<file path="src/hw/rtl/roslab_pkg.sv">
package roslab_pkg;

  localparam int DATA_W = 32;

  // configuration register indexes
  localparam logic [2:0] REG_ORG_X    = 3'd0;
  localparam logic [2:0] REG_ORG_Y    = 3'd1;
  localparam logic [2:0] REG_ORG_Z    = 3'd2;
  localparam logic [2:0] REG_DIR_X    = 3'd3;
  localparam logic [2:0] REG_DIR_Y    = 3'd4;
  localparam logic [2:0] REG_DIR_Z    = 3'd5;
  localparam logic [2:0] REG_FAR      = 3'd6;
  localparam logic [2:0] REG_EPS      = 3'd7;

  localparam logic [1:0] AXIS_FIRST = 2'd0;
  localparam logic [1:0] AXIS_LAST  = 2'd2;

  localparam logic signed [31:0] RST_DIR_Z = 32'sd4096;
  localparam logic [30:0]        RST_FAR   = 31'd409600000;
  localparam logic [30:0]        RST_EPS   = 31'd4;

  localparam logic signed [31:0] S32_MAX = 32'sh7fffffff;
  localparam logic signed [31:0] S32_MIN = 32'sh80000000;

  typedef enum logic [2:0] {
    S_IDLE,
    S_MUL,
    S_ACC,
    S_CHK,
    S_DIV1,
    S_DIV2,
    S_UPD,
    S_FIN
  } state_t;

  typedef struct packed {
    logic busy;
    logic done;
  } div_stat_t;

endpackage

</file>
<file path="src/hw/rtl/roslab_div.sv">
module roslab_div #(
  parameter int NUM_W = 45
) (
  input  logic                            clk,
  input  logic                            rst,
  input  logic                            start,
  input  logic signed [NUM_W-1:0]         num,
  input  logic signed [31:0]              den,
  output roslab_pkg::div_stat_t           stat,
  output logic signed [31:0]              quot
);

  localparam int DW    = NUM_W + (NUM_W % 2);
  localparam int STEPS = DW / 2;
  localparam int CNT_W = $clog2(STEPS + 1);

  logic             busy;
  logic             done;
  logic [CNT_W-1:0] cnt;
  logic [DW-1:0]    dvd;
  logic [31:0]      rem;
  logic [31:0]      dsr;
  logic             neg;

  logic [NUM_W-1:0] num_mag;
  logic [31:0]      den_mag;
  logic [DW-1:0]    dvd_next;
  logic [31:0]      rem_next;

  assign num_mag = num[NUM_W-1] ? NUM_W'(-num) : NUM_W'(num);
  assign den_mag = den[31] ? 32'(-den) : 32'(den);

  // two restoring steps per cycle, quotient bits shift into dvd
  always_comb begin
    logic [32:0] r;
    dvd_next = dvd;
    rem_next = rem;
    for (int i = 0; i < 2; i++) begin
      r = {rem_next, dvd_next[DW-1]};
      dvd_next = {dvd_next[DW-2:0], 1'b0};
      if (r >= {1'b0, dsr}) begin
        r = r - {1'b0, dsr};
        dvd_next[0] = 1'b1;
      end
      rem_next = r[31:0];
    end
  end

  always_ff @(posedge clk) begin
    if (rst) begin
      busy <= 1'b0;
      done <= 1'b0;
      cnt  <= '0;
    end else if (start) begin
      busy <= 1'b1;
      done <= 1'b0;
      cnt  <= CNT_W'(STEPS);
    end else if (busy) begin
      cnt <= cnt - 1'b1;
      if (cnt == CNT_W'(1)) begin
        busy <= 1'b0;
        done <= 1'b1;
      end
    end else begin
      done <= 1'b0;
    end
  end

  always_ff @(posedge clk) begin
    if (start) begin
      dvd <= DW'(num_mag);
      rem <= '0;
      dsr <= den_mag;
      neg <= num[NUM_W-1] ^ den[31];
    end else if (busy) begin
      dvd <= dvd_next;
      rem <= rem_next;
    end
  end

  assign stat.busy = busy;
  assign stat.done = done;

  // sign and saturate the truncated magnitude
  always_comb begin
    if (!neg) begin
      quot = (|dvd[DW-1:31]) ? roslab_pkg::S32_MAX : $signed(dvd[31:0]);
    end else if ((|dvd[DW-1:32]) || (dvd[31] && (|dvd[30:0]))) begin
      quot = roslab_pkg::S32_MIN;
    end else begin
      quot = $signed(-dvd[31:0]);
    end
  end

endmodule

</file>
<file path="config.mk">
export PLATFORM = sky130hd
export DESIGN_NAME = roslab_div
export DESIGN_NICKNAME = d
export VERILOG_FILES = /design/src/hw/rtl/roslab_pkg.sv /design/src/hw/rtl/roslab_div.sv
export SDC_FILE = /design/constraint.sdc
export NUM_CORES = 1
export LEC_CHECK = 0
export BUFFER_PORTS_ARGS = -buffer_cell sky130_fd_sc_hd__buf_2
export CAP_MARGIN = 40
export CORE_UTILIZATION = 60
export DETAILED_ROUTE_END_ITERATION = 10
export GPL_TIMING_DRIVEN = 1
export PLACE_DENSITY = 0.81
export SLEW_MARGIN = 20
export SYNTH_ARGS = -nofsm -noshare
export SYNTH_HDL_FRONTEND = slang
export SYNTH_SLANG_ARGS = --single-unit
</file>
<file path="constraint.sdc">
create_clock -name clk -period 15.5 [get_ports clk]
set_input_delay 1.55 -clock clk [delete_from_list [all_inputs] [get_ports clk]]
set_output_delay 1.55 -clock clk [all_outputs]
set_load 0.01 [all_outputs]
</file>
==> results list <==
* Result of the run: completed
- Relative slew slack: 42.6%
- Global routing finished with a remaining overflow of 0.
* Post-CTS Hold Fix Bufs: 0
- Power share of the clock group: 18.0%
* Type of the setup path with the least slack: register to register
* Post-Route Skew: 5.66 ps
* Post-synthesis sequential area ratio: 29.0%
* Detailed Routing Iterations Pass 1: 5
- The floorplan has 48 rows.
- Reg power frac: 20.4%
- Number of nets in the final layout: 1,592
- Highest clock rate: 0.144 GHz
- Setup violations remaining at the end of the flow were counted as 0.
- Number of global-route vias before repair: 9,628
* Ratio of cells with drive above 1 in the final layout: 13.8%
* Non-filler instance count after layout: 1,679
* Final RePlAce weighted congestion: 1.01
- The filler cells instantiated in the layout total 1,466.
* Post-synth ARST share: 0%
* Number of vias per cell after detailed routing: 6.39
- Number of antenna violations at the first check in global routing: 0
* Cell-by-cell trace of the critical path: inv_1 > ha_1 > nand2_1 > or3_1 > a211o_1 > nand4b_1 > a41oi_1 > o21bai_4 > buf_4 > inv_1 > nand2_1 > o21ai_0 > ha_1 > and4_1 > nand2_1 > nor4_1 > a211o_1 > a41o_1 > o211ai_1 > o211ai_1 > a21o_1 > buf_4 > nand2_1 > a311oi_1
* Vertical die dimension: 136 um
* Number of remaining DRC errors: 0
- Root Driver: sky130_fd_sc_hd__clkbuf_16
- The clock passes through at most 2 buffers.
* Ratio of total power to cell area: 180 nW/um^2
* Average size of a mapped cell: 7.96 sq um
* # IOs: 114
* Core ar.: 17,500 sq um
- Area overhead of the layout relative to synthesis: 11.9%
- Worst hold path type: register to register
- Data on the critical path arrives at its endpoint at 7260 ps.
- # placed instances: 1,645
- Nature of the critical path startpoint: register
* Number of endpoints with negative hold slack in the final report: 0
- Library cells used by synthesis: 72
* Footprint of the multi-input gates: 7190 sq um
- Number of maximum-capacitance violations: 0
- Clock tree from TritonCTS: done
* Internal Dissipation: 1150 uW
- Syn_nets: 1,513
* DR vias: 10,700
- The clock tree synthesis step divided the H-tree into 4 levels.
- Mean routed wirelength per cell: 17.6 um
- Across every metal layer, demand over resource in global routing totals 32.4%.
- The slowest stage of the critical path is the sky130_fd_sc_hd__nor4_1 cell.
- Top_reg_cell synth: sky130_fd_sc_hd__edfxtp_1
- In this run the power spent charging and discharging nets is 1030 uW.
- Initial Utilization: 62.0%
* Sum of routed wire length over all layers: 29.6 mm
- Sequential cell area in the final layout: 3140 sq um
* CP Max Fanout: 53
- In this run the remaining antenna-violating nets after routing total 0.
* Number of standard cells after synthesis: 1,362
- In this design, the critical path's most frequently occurring cell is sky130_fd_sc_hd__nand2_1.
- In this run the cell area of the synthesized design comes to 10,800 sq um.
* Antenna fix cells: 0
- Slew Limit Fails: 0
- Setup total negative slack on the finished layout was measured at 0 ps.
* Post-detail-place hpwl: 22.0 mm
- For the pin with the worst max-slew slack, the measured transition is 855 ps.
- Setup repair after global routing missed its margin: no
* VDD IR-drop max: 0.126 mV
* Port Buffer Count: 113
- STA classifies the critical path endpoint as a register.
- Synth warnings: 0
* Critical path's largest stage delay: 680 ps
* Die outline area: 18,600 sq um
- In the finished design, the share of the clock period the worst path needs comes to 44.8%.
* EDFF count, synth: 78
- The analysis attributes to cell leakage a power of 0.00488 uW.
* Switch share: 47.4%
* Synth Register Bits: 118
- Count of routing violations after the opening detailed-route iteration: 956
* Clock-pin slew of the registers on the worst-case setup and hold paths: 60 ps
* Die Span X: 136 um
- Number of clock buffers inserted by TritonCTS: 17
- Post-CTS timing repair inserted 0 buffers for setup.
* Global-route wire length before repair: 47.3 mm
- The later pin in the worst-skew pair is clocked with a latency of 430 ps.
- Post-CTS repair changed the size of 0 cells.
- Clock Sink Count: 118
- For the finished layout, the period the worst path requires is 6940 ps.
- Data required time of the worst path: 15,820 ps
- Part of the total power dissipated in combinational logic: 61.7%
- Entering global routing, the biggest net connects 66 pins.
## placed cells by master, fill, tap and decap left out, types with 39 or more instances in the layout
cell type                    n
sky130_fd_sc_hd__a21oi_1   123
sky130_fd_sc_hd__buf_2     114
sky130_fd_sc_hd__dfxtp_1    39
sky130_fd_sc_hd__edfxtp_1   78
sky130_fd_sc_hd__ha_1       69
sky130_fd_sc_hd__inv_1      70
sky130_fd_sc_hd__nand2_1   133
sky130_fd_sc_hd__nor2_1    165
sky130_fd_sc_hd__nor3_1     43
sky130_fd_sc_hd__o21ai_0    87
sky130_fd_sc_hd__xnor2_1    62
sky130_fd_sc_hd__xor2_1     69
## flip-flops by register name, indices dropped and copies added (netlist names)
register	flops
dvd	46
busy	1
dsr	32
neg	1
rem	32
cnt	5
done	1
## stage by stage
| step | hold slack (ps) | power (uW) | setup WS [ps] | util, % | instance area, sq um |
|---|---|---|---|---|---|
| finish | 490 | 2180 | 8560 | 69.4 | 12100 |
| global route | 524 | 2350 | 8160 | 69.4 | 12100 |
| CTS | 501 | 2150 | 8640 | 69.3 | 12100 |
| detailed placement | 488 | 1750 | 8750 | 66.0 | 11500 |
| global placement | 468 | 1730 | 8800 | 65.8 | 11500 |
| floorplan | 440 | 1430 | 9640 | - | 10800 |
## metal layers
| layer | vias up | track usage, % | wire length [um] |
|---|---|---|---|
| met5 | - | 0 | 0 |
| met4 | 0 | 9.26 | 494 |
| met3 | 48 | 5.26 | 2260 |
| met2 | 487 | 53.0 | 13900 |
| met1 | 5009 | 44.0 | 13000 |
| li1 | 5185 | - | - |
## logic make-up after synthesis
logic type,after synthesis,share of synthesized area (%)
AND/OR/NAND/NOR,496,22.0
multiplexers,16,1.62
AO/OA/AOI/OAI,394,23.7
buffers and inverters,136,4.78
XOR/XNOR,131,10.6
flip-flops,118,29.0
adder cells (fa/ha/maj),71,8.34
## worst max-delay path, delay by kind of cell, from the launching register on
kind / cells / cell delay [ps]
AO/OA/AOI/OAI: 10 / 2430
flip-flops: 1 / 320
buffers and inverters: 4 / 1240
adder cells (fa/ha/maj): 2 / 850
AND/OR/NAND/NOR: 8 / 1970
## area by class of cell
cell class	instances	area share, %
sequential	118	25.9
inverter	72	2.23
clock buffer	17	3.51
tap	225	2.32
clock inverter	15	1.26
timing repair buffer	124	5.47
multi-input combinational	1108	59.3
## path summary, 6_finish.rpt
kind | slack (ps) | end | startpoint | cells after the start
min reg2reg | 490 | done | done | 2
min | 490 | done | done | 2
max reg2reg | 8560 | rem[9] | dsr[7] | 24
max | 8560 | rem[9] | dsr[7] | 24
## Yosys cell counts, types with 4 or more instances
cell type                     n  area share (%)
sky130_fd_sc_hd__nand2b_1     9            0.52
sky130_fd_sc_hd__o41ai_1     12            0.97
sky130_fd_sc_hd__or3b_2       4            0.32
sky130_fd_sc_hd__or4_4        7            0.73
sky130_fd_sc_hd__nand4_1     11            0.64
sky130_fd_sc_hd__o211ai_1     9            0.62
sky130_fd_sc_hd__and2_1       7            0.40
sky130_fd_sc_hd__xor2_1      69             5.6
sky130_fd_sc_hd__buf_1        4            0.14
sky130_fd_sc_hd__o31ai_1     19             1.3
sky130_fd_sc_hd__or2_2       10            0.58
sky130_fd_sc_hd__nor3_1      43             2.0
sky130_fd_sc_hd__mux2i_1      4            0.37
sky130_fd_sc_hd__nor2b_1      7            0.40
sky130_fd_sc_hd__clkbuf_1    58             2.0
sky130_fd_sc_hd__nand2_1    133             4.6
sky130_fd_sc_hd__inv_1       71             2.5
sky130_fd_sc_hd__o311ai_0    23             1.9
sky130_fd_sc_hd__and3_1       8            0.46
sky130_fd_sc_hd__mux2_2      12             1.2
sky130_fd_sc_hd__edfxtp_1    78              22
sky130_fd_sc_hd__nand3_1     23             1.1
sky130_fd_sc_hd__a31oi_1     11            0.64
sky130_fd_sc_hd__a211oi_1    16             1.1
sky130_fd_sc_hd__xnor2_1     62             5.0
sky130_fd_sc_hd__a21oi_1    124             5.7
sky130_fd_sc_hd__nand3b_1     5            0.35
sky130_fd_sc_hd__nor2_1     165             5.7
sky130_fd_sc_hd__nor4_1      19             1.1
sky130_fd_sc_hd__a2111oi_0    5            0.40
sky130_fd_sc_hd__dfxtp_1     40             7.4
sky130_fd_sc_hd__ha_1        69             8.0
sky130_fd_sc_hd__o21ai_0     87             4.0
sky130_fd_sc_hd__o21a_1       7            0.48
sky130_fd_sc_hd__o21bai_1     6            0.42
sky130_fd_sc_hd__a211o_1      7            0.57
sky130_fd_sc_hd__a21o_1      14            0.97
sky130_fd_sc_hd__a311oi_1    19             1.5
sky130_fd_sc_hd__or3_1       19             1.1
sky130_fd_sc_hd__or4_1       10            0.69
## power by group through the flow
stage	registers [uW]	logic (uW)	clock network [uW]
2_1_floorplan	431	1000	0
3_5_place_dp	448	1310	0
3_3_place_gp	446	1280	0
4_1_cts	442	1320	394
6_report	445	1350	392
5_1_grt	451	1490	410
Power figures use the tool's default switching activity.
